<file path="config.mk">
export PLATFORM = sky130hd
export DESIGN_NAME = obpt_ctrl
export DESIGN_NICKNAME = d
export VERILOG_FILES = /design/src/hdl/obpt_pkg.sv /design/src/hdl/obpt_ctrl.sv
export SDC_FILE = /design/constraint.sdc
export NUM_CORES = 1
export LEC_CHECK = 0
export ABC_AREA = 1
export CORE_AREA = 2 2 39 41
export DETAILED_ROUTE_END_ITERATION = 8
export DIE_AREA = 0 0 41 43
export DONT_BUFFER_PORTS = 1
export GPL_ROUTABILITY_DRIVEN = 0
export PLACE_DENSITY = 0.33
export RECOVER_POWER = 50
export SLEW_MARGIN = 30
export SYNTH_ARGS = -nofsm -noshare
export SYNTH_HDL_FRONTEND = slang
export SYNTH_SLANG_ARGS = --single-unit
</file>
<file path="constraint.sdc">
create_clock -name clock -period 2.6 [get_ports clock]
set_clock_uncertainty 0.1 [all_clocks]
set_input_delay 0.13 -clock clock [delete_from_list [all_inputs] [get_ports clock]]
set_output_delay 0.13 -clock clock [all_outputs]
set_load 0.1 [all_outputs]
</file>
<file path="src/hdl/obpt_pkg.sv">
`timescale 1ns / 1ps
// Package for the order best-price tracker: payload structs, codes and the
// control and status structs between the controller and the datapath.
// No dependencies.
package obpt_pkg;

   // Default depth of the order table.
   localparam int OBPT_ENTRIES = 64;

   localparam int KEY_W   = 64;
   localparam int PRICE_W = 37;

   // Empty best value in lowest mode; the empty best in highest mode is zero.
   localparam logic [PRICE_W-1:0] EMPTY_LOW_PRICE = 37'd99999990000;

   // Request command codes.
   localparam logic CMD_INSERT = 1'b0;
   localparam logic CMD_REMOVE = 1'b1;

   typedef enum logic [1:0] {
      STAT_OK   = 2'd0,
      STAT_DUP  = 2'd1,
      STAT_FULL = 2'd2,
      STAT_MISS = 2'd3
   } obpt_status_type;

   typedef enum logic [1:0] {
      OP_INSERT = 2'd0,
      OP_REMOVE = 2'd1,
      OP_RESCAN = 2'd2
   } obpt_op_type;

   typedef enum logic [2:0] {
      FSM_CLEAR   = 3'd0,
      FSM_IDLE    = 3'd1,
      FSM_SCAN    = 3'd2,
      FSM_DRAIN   = 3'd3,
      FSM_COMMIT  = 3'd4,
      FSM_RESPOND = 3'd5
   } obpt_state_type;

   typedef struct packed {
      logic               cmd;
      logic [KEY_W-1:0]   order_key;
      logic [PRICE_W-1:0] order_price;
      logic               check_duplicate;
   } obpt_req_type;

   typedef struct packed {
      obpt_status_type    status;
      logic [PRICE_W-1:0] removed_price;
      logic               best_valid;
      logic [PRICE_W-1:0] best_price;
      logic [KEY_W-1:0]   best_key;
   } obpt_rsp_type;

   // One table entry as held in the memory.
   typedef struct packed {
      logic               used;
      logic [PRICE_W-1:0] price;
      logic [KEY_W-1:0]   key;
   } obpt_entry_type;

   // Commands from the controller to the datapath.
   typedef struct packed {
      logic take_req;
      logic take_rescan;
      logic scan_step;
      logic clear_step;
      logic commit;
      logic commit_clear;
      logic load_rsp;
   } obpt_cmd_type;

   // Status from the datapath to the controller.
   typedef struct packed {
      logic count_last;
      logic rsp_free;
      logic op_is_rescan;
   } obpt_stat_type;

   // True when the candidate price beats the current best under the mode.
   function automatic logic obpt_better(input logic lowest,
                                        input logic [PRICE_W-1:0] cand,
                                        input logic [PRICE_W-1:0] cur);
      obpt_better = lowest ? (cand < cur) : (cand > cur);
   endfunction

   // Best value of an empty table under the mode.
   function automatic logic [PRICE_W-1:0] obpt_empty(input logic lowest);
      obpt_empty = lowest ? EMPTY_LOW_PRICE : '0;
   endfunction

endpackage

</file>
<file path="src/hdl/obpt_ctrl.sv">
`timescale 1ns / 1ps
// Controller state machine of the order best-price tracker.
// Depends on obpt_pkg.
module obpt_ctrl
   import obpt_pkg::*;
(
   input  logic          clock,
   input  logic          reset,
   input  logic          req_valid,
   output logic          req_ready,
   input  logic          csr_write_enable,
   input  obpt_stat_type stat,
   output obpt_cmd_type  cmd
);

   obpt_state_type state_ff, state_in;

   // A request is taken only in idle, and a register write takes precedence.
   assign req_ready = (state_ff == FSM_IDLE) && !csr_write_enable;

   // State register; reset starts the clearing pass over the table.
   always_ff @(posedge clock) begin
      if (reset) begin
         state_ff <= FSM_CLEAR;
      end else begin
         state_ff <= state_in;
      end
   end

   // Next state.
   always_comb begin
      state_in = state_ff;
      unique case (state_ff)
         FSM_CLEAR: begin
            if (stat.count_last) state_in = FSM_IDLE;
         end
         FSM_IDLE: begin
            if (csr_write_enable || req_valid) state_in = FSM_SCAN;
         end
         FSM_SCAN: begin
            if (stat.count_last) state_in = FSM_DRAIN;
         end
         FSM_DRAIN: begin
            state_in = FSM_COMMIT;
         end
         FSM_COMMIT: begin
            state_in = stat.op_is_rescan ? FSM_IDLE : FSM_RESPOND;
         end
         FSM_RESPOND: begin
            if (stat.rsp_free) state_in = FSM_IDLE;
         end
         default: begin
            state_in = FSM_IDLE;
         end
      endcase
   end

   // Commands to the datapath.
   always_comb begin
      cmd = '0;
      unique case (state_ff)
         FSM_CLEAR: begin
            cmd.clear_step   = 1'b1;
            cmd.commit_clear = stat.count_last;
         end
         FSM_IDLE: begin
            cmd.take_rescan = csr_write_enable;
            cmd.take_req    = req_valid && req_ready;
         end
         FSM_SCAN: begin
            cmd.scan_step = 1'b1;
         end
         FSM_DRAIN: begin
            cmd = '0;
         end
         FSM_COMMIT: begin
            cmd.commit = 1'b1;
         end
         FSM_RESPOND: begin
            cmd.load_rsp = stat.rsp_free;
         end
         default: begin
            cmd = '0;
         end
      endcase
   end

endmodule

</file>
==> results.cfg <==
[floorplanning]
coreArea_um2 = 1380
die_width_um = 41
ioPinCount = 15
die-area_um2 = 1760
placementRows = 14
dieHeight_um = 43
initial_utilization_pct = 18.5

[yosys]
synth.distinct_cells = 13
synth_top_area_share_pct = 23.4
synth_seq_cells = 3
synthesis.area_um2 = 256
yosys_warnings = 0
synth_top_cell_by_area = dfxtp_1
synthCells = 44
seq_area_frac_synth_pct = 23.4
syn_area_per_cell_um2 = 5.83
yosys-top-cells-area = dfxtp_1 (23%), inv_1 (16%), nand2_1 (15%), nor2_1 (13%), nand2_2 (4.9%)
syn-num-nets = 51

[clocking]
worstSkewPairLatency_ns = 0.23
cts_max_level = 1
ctsResizeCount = 0
clock_path_buffers = 2
clkTransAtPathRegs_ns = 0.04
cts_sinks = 3
cts_root_buf = clkbuf_4
numCtsBuffers = 3
cts_tree = done

[min_path]
hp-start = stat[0]
hp-class = input pin to flip-flop
hold_path_end = state_ff[2]
whs_path_depth = 5

[routing]
drtAntennaViolNets = 0
firstDrtPassIters = 4
drc = 0
vias = 271
viasPerCell = 3.82
wl_um = 577
routedWlPerCell_um = 8.13
drtIter0Drc = 4

[place]
place_area_um2 = 353
placed_cells = 66
portBuffers = 0
place_ws_ns = 1.08
dp_hpwl_um = 480

[sta]
fin_crit_sh_pct = 77.0
setup_tns_ns = 0
max_slew_margin_pct = 20.5
tightest_slew_ns = 1.19
period_minus_slack_ns = 2.00
fmax_ghz = 0.499
slew_viol_final = 0
finalHoldViolations = 0
layout_setup_ws_ns = 0.597
holdWs_ns = 0.0841
setup_violations = 0
rsz0062_at_grt = no

[power_and_ir_drop]
p_leak_nw = 0.199
ir_worst_vdd_mv = 0.279
power_per_cell_area_nw_per_um2 = 721
total_power_mw = 0.270

[cells_and_area]
fin_area_um2 = 374
fin_cells = 71
fin_nets = 63
largest_reg_flops = 3
fillerInstances = 160
diodes = 0
synthToLayoutAreaGrowth_pct = 45.9
layout-drive-gt1-share_pct = 30.9
post-route-util_pct = 27.0
top_register = state_ff
top_regs = state_ff x3

[worst_setup_path]
cp-end-kind = flip-flop
r2r_start = state_ff[1]
start_kind = flip-flop
required_ns = 2.67
r2r_setup_slack_ns = 0.60
worst_r2r_endpoint = state_ff[2]
worst-path-max-fanout = 5
cp.arrival_ns = 2.08
critPathKind = flip-flop to flip-flop
worst-r2r-cell-count = 6

[global_route]
grt_pass1_wl_um = 883
grt_max_degree = 6
antenna_found_initial = 0
grt_pass1_vias = 223
grt_usage_pct = 7.41
grt_overflow_total = 0

[status]
status = completed

[job]
cap_violations = 0
==> layer usage <==
layer	track usage, %	vias up	share of wire, %
met5	0	-	0
met4	2.00	0	0
met3	4.71	0	2.8
met2	9.06	6	48
met1	10.5	114	50
li1	-	151	-
==> worst max-delay path, cell delays in order (launching register included) <==
cell and delay [ns]:
dfxtp_1 0.38, nor3_4 0.17, clkbuf_1 0.90, nand2_1 0.14, o211ai_1 0.14, nand2_1 0.07
inv_1 0.05
==> report_power, final <==
part	total, mW	switching (mW)	internal [mW]
Clock	0.0801	0.0227	0.0574
Sequential	0.0592	0.00834	0.0509
Combinational	0.131	0.109	0.0220
Total	0.270	0.140	0.130
==> how the worst max path moves through the flow <==
stage	cells after the start	from	end	slack (ns)
final	6	state_ff[1]	state_ff[2]	0.60
after global routing	7	state_ff[2]	state_ff[2]	0.42
after CTS	3	state_ff[0]	cmd[3]	0.83
after detailed placement	3	state_ff[0]	cmd[3]	1.08
after global placement	3	state_ff[0]	cmd[3]	1.10
after floorplan	6	state_ff[2]	state_ff[2]	0.49
==> cell usage after synthesis (all sizes together) <==
master / count
nand3: 2
nor2: 11
nor3b: 1
dfxtp: 3
nand2: 12
nor3: 2
o211ai: 1
inv: 12
==> final cells by class <==
class	instances	area (um2)	area share, %
sequential	3	60.1	16.1
timing repair buffer	7	47.5	12.7
inverter	12	45.0	12.0
clock buffer	4	26.3	7.02
multi-input combinational	29	175	46.8
tap	16	20.0	5.35
==> kinds of logic (layout without fill, tap and decap cells) <==
group,Yosys count,count (layout),share of synthesized area [%]
simple gates,28,28,54.1
flops,3,3,23.4
compound gates,1,1,4.88
buf+inv,12,23,17.6
==> layout by cell type (no fill, tap or decap) <==
master         instances
buf_4                  4
clkbuf_1               3
clkbuf_4               3
dfxtp_1                3
dlygate4sd3_1          1
inv_1                 12
nand2_1               11
nand2_2                1
nand3_1                1
nand3_2                1
nor2_1                 6
nor2_2                 5
nor3_4                 2
nor3b_4                1
o211ai_1               1
==> repair_timing <==
item / CTS / global route
hold buffers: 1 / 0
hold endpoints to repair: 2 / 0
setup buffers: 0 / 0
(Power assumes the default switching activity.)
